**src/design/mfd_pkg.sv**
```systemverilog
// ---------------------------------------------------------------------------
// mfd_pkg: MAC forwarding decision shared definitions
// Table geometry, field widths, ethertypes and result codes used by the
// channel interfaces, the decision core and the checker.
// ---------------------------------------------------------------------------
package mfd_pkg;

   localparam int TABLE_ENTRIES = 16;
   localparam int IDX_W         = $clog2(TABLE_ENTRIES);
   localparam int CNT_W         = $clog2(TABLE_ENTRIES + 1);

   localparam int MAC_W    = 48;
   localparam int PORT_W   = 8;
   localparam int ETYPE_W  = 16;
   localparam int ACTION_W = 3;
   localparam int ENTRY_W  = PORT_W + MAC_W;

   localparam logic [CNT_W-1:0]   TABLE_COUNT = CNT_W'(TABLE_ENTRIES);
   localparam logic [MAC_W-1:0]   MAC_BCAST   = {MAC_W{1'b1}};
   localparam logic [ETYPE_W-1:0] ETH_IP      = 16'h0800;
   localparam logic [ETYPE_W-1:0] ETH_ARP     = 16'h0806;

   localparam logic OP_PACKET = 1'b0;
   localparam logic OP_ADD    = 1'b1;

   typedef enum logic [ACTION_W-1:0] {
      ACT_DROP   = 3'd0,
      ACT_FILTER = 3'd1,
      ACT_PORT   = 3'd2,
      ACT_ADDED  = 3'd3,
      ACT_FULL   = 3'd4
   } action_type;

   typedef struct packed {
      logic [PORT_W-1:0] port;
      logic [MAC_W-1:0]  mac;
   } entry_type;

endpackage

```
**src/design/mfd_channel_if.sv**
```systemverilog
// ---------------------------------------------------------------------------
// mfd_channel_if: request and response channels
// Valid/ready channels carrying one request beat (packet header or table
// add) and one response beat (forwarding decision or add result).
// ---------------------------------------------------------------------------
interface mfd_req_if;
   logic                        valid;
   logic                        ready;
   logic                        op;
   logic [mfd_pkg::MAC_W-1:0]   mac_addr;
   logic [mfd_pkg::MAC_W-1:0]   src_mac;
   logic [mfd_pkg::ETYPE_W-1:0] ether_type;
   logic [mfd_pkg::PORT_W-1:0]  port_in;

   modport source (output valid, op, mac_addr, src_mac, ether_type, port_in,
                   input ready);
   modport sink   (input valid, op, mac_addr, src_mac, ether_type, port_in,
                   output ready);
endinterface

interface mfd_rsp_if;
   logic                         valid;
   logic                         ready;
   logic [mfd_pkg::ACTION_W-1:0] action;
   logic [mfd_pkg::PORT_W-1:0]   port_out;
   logic                         last;

   modport source (output valid, action, port_out, last, input ready);
   modport sink   (input valid, action, port_out, last, output ready);
endinterface

```
**src/design/mfd_table_ram.sv**
```systemverilog
// ---------------------------------------------------------------------------
// mfd_table_ram: forwarding table memory
// Simple dual-port synchronous RAM, one write and one registered read port.
// ---------------------------------------------------------------------------
module mfd_table_ram #(
   parameter int DEPTH = 16,
   parameter int WIDTH = 56
) (
   input  logic                     clock,
   input  logic                     wr_en,
   input  logic [$clog2(DEPTH)-1:0] wr_addr,
   input  logic [WIDTH-1:0]         wr_data,
   input  logic                     rd_en,
   input  logic [$clog2(DEPTH)-1:0] rd_addr,
   output logic [WIDTH-1:0]         rd_data
);

   logic [WIDTH-1:0] mem [DEPTH];
   logic [WIDTH-1:0] rd_data_ff;

   always_ff @(posedge clock) begin
      if (wr_en) begin
         mem[wr_addr] <= wr_data;
      end
      if (rd_en) begin
         rd_data_ff <= mem[rd_addr];
      end
   end

   assign rd_data = rd_data_ff;

endmodule

```
**src/design/mac_forwarding_decision_core.sv**
```systemverilog
// ---------------------------------------------------------------------------
// mac_forwarding_decision_core: layer-2 forwarding decision engine
// Classifies packet headers against a MAC-to-port table and handles table
// adds, one request beat at a time.
// ---------------------------------------------------------------------------
// A request beat is taken only while the core is idle; the next one can be
// taken while the previous response still waits in the output register.
// Adds, drops and filter decisions are accepted in S_IDLE and decided in
// S_DECIDE; a broadcast ARP first sends its filter copy from S_DECIDE and
// then decides again. Unicast lookups and broadcasts from the default
// source walk the table RAM through its single read port, one slot per cycle
// from slot 0, and stop at the first hit or after the last filled slot.
// Slots fill in order, so a slot is valid exactly when its index is below
// fill_count and the RAM needs no clearing after reset. Response back-pressure
// holds a finished decision in S_DECIDE or S_SCAN until the output is free.
module mac_forwarding_decision_core (
   input logic       clock,
   input logic       reset,
   mfd_req_if.sink   req_bus,
   mfd_rsp_if.source rsp_bus
);

   typedef enum logic [1:0] {
      S_IDLE,
      S_DECIDE,
      S_SCAN
   } state_type;

   state_type                        state_ff, state_in;
   logic                             item_op_ff, item_op_in;
   logic [mfd_pkg::MAC_W-1:0]        item_mac_ff, item_mac_in;
   logic [mfd_pkg::MAC_W-1:0]        item_src_ff, item_src_in;
   logic [mfd_pkg::ETYPE_W-1:0]      item_etype_ff, item_etype_in;
   logic [mfd_pkg::PORT_W-1:0]       item_port_ff, item_port_in;
   logic                             copy_done_ff, copy_done_in;
   logic                             any_slot_ff, any_slot_in;
   logic [mfd_pkg::CNT_W-1:0]        scan_idx_ff, scan_idx_in;
   logic [mfd_pkg::CNT_W-1:0]        fill_count_ff, fill_count_in;
   logic [mfd_pkg::MAC_W-1:0]        default_mac_ff, default_mac_in;
   logic [mfd_pkg::PORT_W-1:0]       default_port_ff, default_port_in;
   logic                             rsp_valid_ff, rsp_valid_in;
   mfd_pkg::action_type              rsp_action_ff, rsp_action_in;
   logic [mfd_pkg::PORT_W-1:0]       rsp_port_ff, rsp_port_in;
   logic                             rsp_last_ff, rsp_last_in;

   logic                             push_ok;
   logic                             push;
   mfd_pkg::action_type              push_action;
   logic [mfd_pkg::PORT_W-1:0]       push_port;
   logic                             push_last;

   logic                             wr_en;
   logic                             rd_en;
   logic [mfd_pkg::IDX_W-1:0]        rd_addr;
   logic [mfd_pkg::ENTRY_W-1:0]      rd_word;
   mfd_pkg::entry_type               rd_entry;
   mfd_pkg::entry_type               wr_entry;
   logic [mfd_pkg::CNT_W-1:0]        scan_next;

   logic is_ip, is_arp, is_bcast, dst_default, src_default, table_full;
   logic table_empty, scan_hit;

   mfd_table_ram #(
      .DEPTH (mfd_pkg::TABLE_ENTRIES),
      .WIDTH (mfd_pkg::ENTRY_W)
   ) u_table (
      .clock   (clock),
      .wr_en   (wr_en),
      .wr_addr (fill_count_ff[mfd_pkg::IDX_W-1:0]),
      .wr_data (wr_entry),
      .rd_en   (rd_en),
      .rd_addr (rd_addr),
      .rd_data (rd_word)
   );

   assign rd_entry = mfd_pkg::entry_type'(rd_word);
   assign wr_entry = '{port: item_port_ff, mac: item_mac_ff};

   assign is_ip       = (item_etype_ff == mfd_pkg::ETH_IP);
   assign is_arp      = (item_etype_ff == mfd_pkg::ETH_ARP);
   assign is_bcast    = (item_mac_ff == mfd_pkg::MAC_BCAST);
   assign dst_default = (item_mac_ff == default_mac_ff);
   assign src_default = (item_src_ff == default_mac_ff);
   assign table_full  = (fill_count_ff >= mfd_pkg::TABLE_COUNT);
   assign table_empty = (fill_count_ff == '0);
   assign scan_hit    = any_slot_ff || (rd_entry.mac == item_mac_ff);
   assign scan_next   = scan_idx_ff + mfd_pkg::CNT_W'(1);

   assign push_ok = !rsp_valid_ff || rsp_bus.ready;

   always_comb begin
      state_in        = state_ff;
      item_op_in      = item_op_ff;
      item_mac_in     = item_mac_ff;
      item_src_in     = item_src_ff;
      item_etype_in   = item_etype_ff;
      item_port_in    = item_port_ff;
      copy_done_in    = copy_done_ff;
      any_slot_in     = any_slot_ff;
      scan_idx_in     = scan_idx_ff;
      fill_count_in   = fill_count_ff;
      default_mac_in  = default_mac_ff;
      default_port_in = default_port_ff;
      push            = 1'b0;
      push_action     = mfd_pkg::ACT_DROP;
      push_port       = '0;
      push_last       = 1'b1;
      wr_en           = 1'b0;
      rd_en           = 1'b0;
      rd_addr         = '0;

      case (state_ff)
         S_IDLE: begin
            if (req_bus.valid) begin
               item_op_in    = req_bus.op;
               item_mac_in   = req_bus.mac_addr;
               item_src_in   = req_bus.src_mac;
               item_etype_in = req_bus.ether_type;
               item_port_in  = req_bus.port_in;
               copy_done_in  = 1'b0;
               state_in      = S_DECIDE;
            end
         end
         S_DECIDE: begin
            if (item_op_ff == mfd_pkg::OP_ADD) begin
               if (push_ok) begin
                  push            = 1'b1;
                  push_action     = table_full ? mfd_pkg::ACT_FULL : mfd_pkg::ACT_ADDED;
                  wr_en           = !table_full;
                  fill_count_in   = table_full ? fill_count_ff
                                               : fill_count_ff + mfd_pkg::CNT_W'(1);
                  default_mac_in  = item_mac_ff;
                  default_port_in = item_port_ff;
                  state_in        = S_IDLE;
               end
            end else if (!is_ip && !is_arp) begin
               if (push_ok) begin
                  push     = 1'b1;
                  state_in = S_IDLE;
               end
            end else if (dst_default) begin
               if (push_ok) begin
                  push        = 1'b1;
                  push_action = mfd_pkg::ACT_FILTER;
                  state_in    = S_IDLE;
               end
            end else if (is_bcast && is_arp && !copy_done_ff) begin
               if (push_ok) begin
                  push         = 1'b1;
                  push_action  = mfd_pkg::ACT_FILTER;
                  push_last    = 1'b0;
                  copy_done_in = 1'b1;
               end
            end else if (is_bcast && !src_default) begin
               if (push_ok) begin
                  push        = 1'b1;
                  push_action = mfd_pkg::ACT_FILTER;
                  state_in    = S_IDLE;
               end
            end else if (table_empty) begin
               if (push_ok) begin
                  push        = 1'b1;
                  push_action = (!is_bcast && src_default) ? mfd_pkg::ACT_PORT
                                                           : mfd_pkg::ACT_DROP;
                  push_port   = (!is_bcast && src_default) ? default_port_ff : '0;
                  state_in    = S_IDLE;
               end
            end else begin
               rd_en       = 1'b1;
               scan_idx_in = '0;
               any_slot_in = is_bcast;
               state_in    = S_SCAN;
            end
         end
         S_SCAN: begin
            if (scan_hit) begin
               if (push_ok) begin
                  push        = 1'b1;
                  push_action = mfd_pkg::ACT_PORT;
                  push_port   = rd_entry.port;
                  state_in    = S_IDLE;
               end
            end else if (scan_next < fill_count_ff) begin
               rd_en       = 1'b1;
               rd_addr     = scan_next[mfd_pkg::IDX_W-1:0];
               scan_idx_in = scan_next;
            end else if (push_ok) begin
               push        = 1'b1;
               push_action = src_default ? mfd_pkg::ACT_PORT : mfd_pkg::ACT_DROP;
               push_port   = src_default ? default_port_ff : '0;
               state_in    = S_IDLE;
            end
         end
         default: begin
            state_in = S_IDLE;
         end
      endcase

      rsp_action_in = rsp_action_ff;
      rsp_port_in   = rsp_port_ff;
      rsp_last_in   = rsp_last_ff;
      if (push) begin
         rsp_valid_in  = 1'b1;
         rsp_action_in = push_action;
         rsp_port_in   = push_port;
         rsp_last_in   = push_last;
      end else begin
         rsp_valid_in  = rsp_valid_ff && !rsp_bus.ready;
      end
   end

   always_ff @(posedge clock) begin
      if (reset) begin
         state_ff        <= S_IDLE;
         copy_done_ff    <= 1'b0;
         fill_count_ff   <= '0;
         default_mac_ff  <= '0;
         default_port_ff <= '0;
         rsp_valid_ff    <= 1'b0;
      end else begin
         state_ff        <= state_in;
         copy_done_ff    <= copy_done_in;
         fill_count_ff   <= fill_count_in;
         default_mac_ff  <= default_mac_in;
         default_port_ff <= default_port_in;
         rsp_valid_ff    <= rsp_valid_in;
      end
      item_op_ff    <= item_op_in;
      item_mac_ff   <= item_mac_in;
      item_src_ff   <= item_src_in;
      item_etype_ff <= item_etype_in;
      item_port_ff  <= item_port_in;
      any_slot_ff   <= any_slot_in;
      scan_idx_ff   <= scan_idx_in;
      rsp_action_ff <= rsp_action_in;
      rsp_port_ff   <= rsp_port_in;
      rsp_last_ff   <= rsp_last_in;
   end

   assign req_bus.ready    = (state_ff == S_IDLE);
   assign rsp_bus.valid    = rsp_valid_ff;
   assign rsp_bus.action   = rsp_action_ff;
   assign rsp_bus.port_out = rsp_port_ff;
   assign rsp_bus.last     = rsp_last_ff;

endmodule

```
**src/flat_wrapper.sv**
```systemverilog
// flat-port wrapper written by rule: the top's interface ports become plain ports
module mac_forwarding_decision_core_flat 
  (clock, reset, req_bus_valid, req_bus_op, req_bus_mac_addr, req_bus_src_mac, req_bus_ether_type, req_bus_port_in, req_bus_ready, rsp_bus_valid, rsp_bus_action, rsp_bus_port_out, rsp_bus_last, rsp_bus_ready);
  mfd_req_if req_bus_i ();
  mfd_rsp_if rsp_bus_i ();
  input logic clock;
  input logic reset;
  input wire logic [$bits(req_bus_i.valid)-1:0] req_bus_valid;
  input wire logic [$bits(req_bus_i.op)-1:0] req_bus_op;
  input wire logic [$bits(req_bus_i.mac_addr)-1:0] req_bus_mac_addr;
  input wire logic [$bits(req_bus_i.src_mac)-1:0] req_bus_src_mac;
  input wire logic [$bits(req_bus_i.ether_type)-1:0] req_bus_ether_type;
  input wire logic [$bits(req_bus_i.port_in)-1:0] req_bus_port_in;
  output wire logic [$bits(req_bus_i.ready)-1:0] req_bus_ready;
  output wire logic [$bits(rsp_bus_i.valid)-1:0] rsp_bus_valid;
  output wire logic [$bits(rsp_bus_i.action)-1:0] rsp_bus_action;
  output wire logic [$bits(rsp_bus_i.port_out)-1:0] rsp_bus_port_out;
  output wire logic [$bits(rsp_bus_i.last)-1:0] rsp_bus_last;
  input wire logic [$bits(rsp_bus_i.ready)-1:0] rsp_bus_ready;
  assign req_bus_i.valid = req_bus_valid;
  assign req_bus_i.op = req_bus_op;
  assign req_bus_i.mac_addr = req_bus_mac_addr;
  assign req_bus_i.src_mac = req_bus_src_mac;
  assign req_bus_i.ether_type = req_bus_ether_type;
  assign req_bus_i.port_in = req_bus_port_in;
  assign req_bus_ready = req_bus_i.ready;
  assign rsp_bus_valid = rsp_bus_i.valid;
  assign rsp_bus_action = rsp_bus_i.action;
  assign rsp_bus_port_out = rsp_bus_i.port_out;
  assign rsp_bus_last = rsp_bus_i.last;
  assign rsp_bus_i.ready = rsp_bus_ready;
  mac_forwarding_decision_core u_core (.clock(clock), .reset(reset), .req_bus(req_bus_i), .rsp_bus(rsp_bus_i));
endmodule
```
**config.mk**
```make
export PLATFORM = sky130hd
export DESIGN_NAME = mac_forwarding_decision_core_flat
export DESIGN_NICKNAME = d
export VERILOG_FILES = /design/src/design/mfd_pkg.sv /design/src/design/mfd_channel_if.sv /design/src/design/mfd_table_ram.sv /design/src/design/mac_forwarding_decision_core.sv /design/src/flat_wrapper.sv
export SDC_FILE = /design/constraint.sdc
export NUM_CORES = 2
export LEC_CHECK = 0
export ABC_AREA = 1
export BUFFER_PORTS_ARGS = -buffer_cell sky130_fd_sc_hd__buf_2
export CAP_MARGIN = 20
export CORE_ASPECT_RATIO = 0.75
export CORE_UTILIZATION = 44
export DETAILED_ROUTE_END_ITERATION = 8
export PLACE_DENSITY = 0.68
export SETUP_SLACK_MARGIN = 0.2
export SLEW_MARGIN = 20
export SYNTH_ARGS = -nofsm -noshare
export SYNTH_HDL_FRONTEND = slang
export SYNTH_SLANG_ARGS = --single-unit
```
**constraint.sdc**
```tcl
create_clock -name clock -period 17.6 [get_ports clock]
set_input_delay 2.64 -clock clock [delete_from_list [all_inputs] [get_ports clock]]
set_output_delay 2.64 -clock clock [all_outputs]
set_load 0.02 [all_outputs]
```
Word-level counts from Yosys, hierarchy flattened
Memory sizes are Yosys's and may differ from the RTL's. A register that Yosys moved wholly into a read port is not among the register bits.
Cells that the tools add are included.
{"block": "totals", "regBits": 204, "latchBits": 0, "ramBits": 896, "rom_bits": 0, "in_bits": 125, "output_inout_bits": 14, "word_cells": 165, "memories": 1}
{"block": "op_classes", "add_sub_neg": 2, "multipliers": 0, "div": 0, "order_cmp": 2, "eq_ne": 21, "shifts": 0, "muxes": 87, "n_bitwise": 8, "n_reduce_logical": 28}
{"name": "u_core.u_table.mem", "words": 16, "word_bits": 56, "rd": 1, "rd_clocked_by_memory_dff": 1, "wr": 1, "line_no": "mfd_table_ram.sv:18", "text": "logic [WIDTH-1:0] mem [DEPTH];"}
{"cell": "equality test 48 bit", "count": 3}
{"cell": "two-way mux 8 bit", "count": 13}
{"cell": "equality test 48 bit (second input constant)", "count": 1}
{"cell": "two-way mux 5 bit", "count": 8}
{"cell": "two-way mux 3 bit", "count": 12}
{"cell": "equality test 16 x 12 -> 1 bit (second input constant)", "count": 2}
{"cell": "two-way mux 1 bit", "count": 31}
{"cell": "two-way mux 2 bit", "count": 13}
{"cell": "inequality test 2 bit (second input constant)", "count": 8}
{"cell": "case mux 8 bit (2 select lines)", "count": 1}
{"cell": "AND reduction 7 bit", "count": 2}
{"cell": "two-way mux 4 bit", "count": 3}
{"cell": "adder 5 x 1 -> 5 bit (second input constant)", "count": 2}
{"cell": "case mux 5 bit (2 select lines)", "count": 1}
{"cell": "AND reduction 9 bit", "count": 1}
{"cell": "logical NOT 1 bit", "count": 8}
{"cell": "NOT 1 bit", "count": 8}
{"cell": "logical AND 1 bit", "count": 6}
{"cell": "inequality test 2 x 1 -> 1 bit (second input constant)", "count": 3}
{"cell": "case mux 1 bit (2 select lines)", "count": 3}
{"cell": "case mux 2 bit (3 select lines)", "count": 1}
{"cell": "case mux 3 bit (2 select lines)", "count": 1}
{"cell": "AND reduction 3 bit", "count": 2}
{"cell": ">= comparator 5 bit (second input constant)", "count": 1}
{"cell": "12 further kinds", "count": 14}

Longest topological paths before layout
{"block": "logic_depth", "depth_word": 12, "depth_mapped": 20, "depth_no_buf": 18}

Hierarchy
From an unflattened synthesis, not the netlist that was laid out.
{"block": "hier_totals", "hier_cells": 4645, "hier_area_um2": 49566.3}
{"module": "mfd_table_ram", "instances": 1, "cells_each": 3688, "area_per_inst_um2": 40239.8}
{"module": "mac_forwarding_decision_core", "instances": 1, "cells_each": 957, "area_per_inst_um2": 9326.4}

Least setup slack after synthesis
No wires, ideal clock.
{"block": "synth_path", "kind": "input -> register", "from": "input rsp_bus_ready", "to": "memory u_core.u_table.mem[8][0], enable pin", "t_arrival_ns": 7.226, "t_required_ns": 17.061, "setup_slack_ns": 9.835, "stages": 6, "cell_sequence": "nor2_1 > nor2_1 > inv_1 > nor2_1 > inv_1 > nor3_1"}
{"block": "synth_between", "elab_chain_cells": 6}
{"item": "start, declared", "line_no": "flat_wrapper.sv:19", "text": "input wire logic [$bits(rsp_bus_i.ready)-1:0] rsp_bus_ready;"}
{"item": "logical OR 1 bit", "line_no": "mac_forwarding_decision_core.sv:89", "text": "assign push_ok = !rsp_valid_ff || rsp_bus.ready;"}
{"item": "two-way mux 1 bit", "line_no": "mac_forwarding_decision_core.sv:126", "text": "if (push_ok) begin"}
{"item": "two-way mux 1 bit", "line_no": "mac_forwarding_decision_core.sv:125", "text": "if (item_op_ff == mfd_pkg::OP_ADD) begin"}
{"item": "two-way mux 1 bit", "line_no": "mac_forwarding_decision_core.sv:112", "text": "case (state_ff)"}
{"item": "two-way mux 1 bit", "line_no": "mfd_table_ram.sv:22", "text": "if (wr_en) begin"}
{"item": "two-way mux 1 bit (implied by the code)", "line_no": "mfd_table_ram.sv:23", "text": "mem[wr_addr] <= wr_data;"}
{"item": "end, declared", "line_no": "mfd_table_ram.sv:18"}
No other way between the ends.

Worst setup path after layout
{"block": "layout_path", "from": "input rsp_bus_ready", "to": "memory u_core.u_table.mem[3][48], enable pin"}
The elaborated chain is that of the path after synthesis.

==> summary.txt <==
Timing
  – Endpoints failing setup: 0
  – Final worst slack: 12.07 ns
  – Slew @ Worst Pin: 1.36 ns
  – Final period util: 0.314
  – Slew margin rel.: 0.0917
  – Unrepaired setup endpoints after global routing: false
  – Final Slew Violations: 0
  – Tmin final: 5.53 ns
  – Final setup TNS: 0 ns
  – Skew final: 0.0256 ns
  – Final Hold Violating Endpoints: 0
  – Fmax: 181 MHz

Power
  – Peak VDD IR: 0.0710 mV
  – Sequential group share of total power: 0.555
  – Internal power: 0.00437 W
  – P_leak: 22.7 nW
  – Power Dens Cells: 101 nW/µm²
  – Sw Ratio: 0.217
  – Psw: 0.00121 W
  – Clock power share: 0.411
  – Logic gate share of total power: 0.034

Synthesis
  – Post-synth top flop: edfxtp_1
  – YS warnings: 0
  – Seq/Total Area, Yosys: 0.688
  – Flops & latches, synth: 1156
  – Synthesized area: 49500 µm²
  – Synth top area cells: edfxtp_1 66%, nand2_1 9.9%, nand3_1 7.2%
  – Post-synth EDFFs: 1091
  – Leading area contributor after synthesis: edfxtp_1
  – Area share of the largest cell type after synthesis: 0.662
  – Yosys cell types: 37
  – Synth Instances: 4682
  – Syn_nets: 4820
  – Avg Cell Area, Syn: 10.6 µm²
  – FFs w/ async S/R, synth: 0

Status
  – Status: finished clean

Critical path
  – Critical Path RT: 17.94 ns
  – Crit path max fanout: 77
  – Max stage delay on crit path: 0.80 ns
  – Worst path bufs/invs: 4
  – Critical path data arrival time: 5.87 ns
  – CP endpoint kind: register
  – Crit path max-delay family: simple AND/OR/NAND/NOR gates
  – Crit start category: input port
  – Critical path class: input port to register
  – Cell Chain, Critical Path: buf_2, nor2_1, nor2_4, buf_4, inv_2, nor2_1, nand2_1, nor2_4, buf_4
  – CP max-delay cell: nor2_4

Route
  – DR WL/cell: 19.0 µm
  – Highest routed layer: met4
  – Wire length on met3: 11.8 mm
  – Antenna-violating nets left: 0
  – Total number of vias: 32419
  – Router iterations before antenna repair: 6
  – Total Wirelength: 122 mm
  – Via/cell ratio: 5.06
  – Residual DRC: 0
  – M1 WL: 52.5 mm
  – DRT iter0 DRCs: 3382
  – Routed met2 length: 53.6 mm

Cells and area
  – Area delta synth->final: 11.9%
  – Commonest cells after routing, fill and taps aside: 1311 x nand2_1, 1091 x edfxtp_1, 772 x inv_1, 716 x nand3_1, 151 x nor2_1
  – Ratio of cells with drive above 1 in the final layout: 0.0857
  – Most common cell after layout, fill and taps aside: nand2_1
  – Final instance area: 55400 µm²
  – Ant. Diodes: 0
  – # nets final: 4938

Global routing
  – First-pass GRT wire length: 184 mm
  – Gr usage total: 0.212
  – Vias in the first global route: 30523
  – Initial antenna violation count: 1
  – Largest net degree at the start of global routing: 227
  – Congestion Overflow GR: 0

Clock tree
  – Setup bufs post-CTS: 0
  – Cts hold-fix bufs: 0
  – Clock transition at path regs: 0.06 ns
  – Clock Sinks: 1156
  – Clk_lat worst skew: 0.73 ns
  – Clk buf depth: 3
  – Inserted Clock Buffers: 107
  – CTS root buffer: clkbuf_16
  – H-tree levels: 3
  – CTS tree: yes
  – Post-CTS Resized: 0

Flow run
  – Max-cap violations: 0

Floorplan
  – Initial Util: 0.444
  – IO Pins: 139
  – Die X: 389 µm
  – Die Y: 292 µm
  – Core area: 112000 µm²
  – Cell Rows: 106
  – DIE AREA: 114000 µm²

Placement
  – # port buffers: 138
  – GPL Wtd Cong: 0.831
  – Worst slack, placed: 11.33 ns
  – Post-DP Area: 51900 µm²
  – HPWL after DPL: 66.0 mm

Hold path
  – Hold crit path type: register to register
## worst register-to-register path: stages, from the launching register on
cell	delay, ns
edfxtp_1	0.80
inv_1	0.21
nand2_1	0.10
nand4_1	0.10
nor2_1	0.29
nand2_1	0.10
nor2_1	0.28
nand3_2	0.19
nand2_2	0.15
nor2_1	0.12
nand2_8	0.55
buf_4	0.80
buf_4	0.82
nand3_1	0.23
nand3_1	0.25
nand3_1	0.11
nand2_1	0.09
## cell families after synthesis
family	count (synthesis)	synth area share
XOR/XNOR	120	0.0212
buffers and inverters	991	0.0792
AND/OR/NAND/NOR	2284	0.196
AO/OA/AOI/OAI	118	0.0126
flip-flops	1156	0.688
adder cells (fa/ha/maj)	13	0.00329
## worst paths after layout
path,startpoint,end,slack [ns],cells after the start
max,rsp_bus_ready,u_core.u_table.mem[3][48],12.07,9
min,u_core.copy_done_ff,u_core.copy_done_ff,0.50,2
min reg2reg,u_core.copy_done_ff,u_core.copy_done_ff,0.50,2
max reg2reg,u_core.item_mac_ff[12],u_core.u_table.rd_data[43],12.28,16
## stage by stage
stage | hold slack (ns) | cells | util | power, W
3_5_place_dp | 0.484 | 6201 | 0.465 | 0.00335
2_1_floorplan | 0.455 | 4682 | - | 0.00325
3_3_place_gp | 0.468 | 6201 | 0.465 | 0.00334
5_1_grt | 0.532 | 6402 | 0.497 | 0.00574
4_1_cts | 0.492 | 6400 | 0.496 | 0.00562
6_report | 0.497 | 6402 | 0.497 | 0.00559
## cell type report
type                    instances  area [µm²]
clock buffers                 131        2840
clock inverters                68         587
fillers                      9769       56200
inverters                     780        2940
multi-input cells            2535       11700
flip-flops and latches       1156       34100
well taps                    1512        1890
repair buffers                220        1400
## sequential cells by signal (all words and copies together), names as in the netlist, 3 cells and up
name / count
u_core.u_table.mem: 896
u_core.u_table.rd_data: 56
u_core.default_mac_ff: 48
u_core.item_mac_ff: 48
u_core.item_src_ff: 48
u_core.item_etype_ff: 16
u_core.default_port_ff: 8
u_core.item_port_ff: 8
u_core.rsp_bus.port_out: 8
u_core.fill_count_ff: 5
u_core.scan_idx_ff: 5
u_core.rsp_bus.action: 3
## power groups by stage
stage / logic [W] / clock network [W] / registers [W]
2_1_floorplan: 0.0000917 / 0 / 0.00316
3_3_place_gp: 0.000185 / 0 / 0.00316
3_5_place_dp: 0.000190 / 0 / 0.00316
4_1_cts: 0.000191 / 0.00234 / 0.00310
5_1_grt: 0.000211 / 0.00243 / 0.00310
6_report: 0.000191 / 0.00230 / 0.00310
## per-layer routing
metal  GRT usage  vias up
li1            -    15536
met1       0.304    15364
met2       0.322     1317
met3      0.0452      202
met4      0.0695        0
met5           0        -
## Yosys cell counts, types with 2 or more instances
master and n:
nand2_1 1311, edfxtp_1 1091, inv_1 776, nand3_1 716, nor2_1 166, buf_2 149
o21ai_0 66, dfxtp_1 65, xor2_1 63, xnor2_1 57, clkbuf_1 52, a21oi_1 37
nand4_1 35, nor3_1 33, ha_1 13, a31oi_1 6, nor4_1 6, or2_2 6
clkbuf_2 5, inv_2 4, buf_1 3, o211ai_1 3, buf_4 2, nand2_2 2
nor3b_1 2, o2111ai_1 2
No activity file was read; power rests on OpenSTA's default activity.
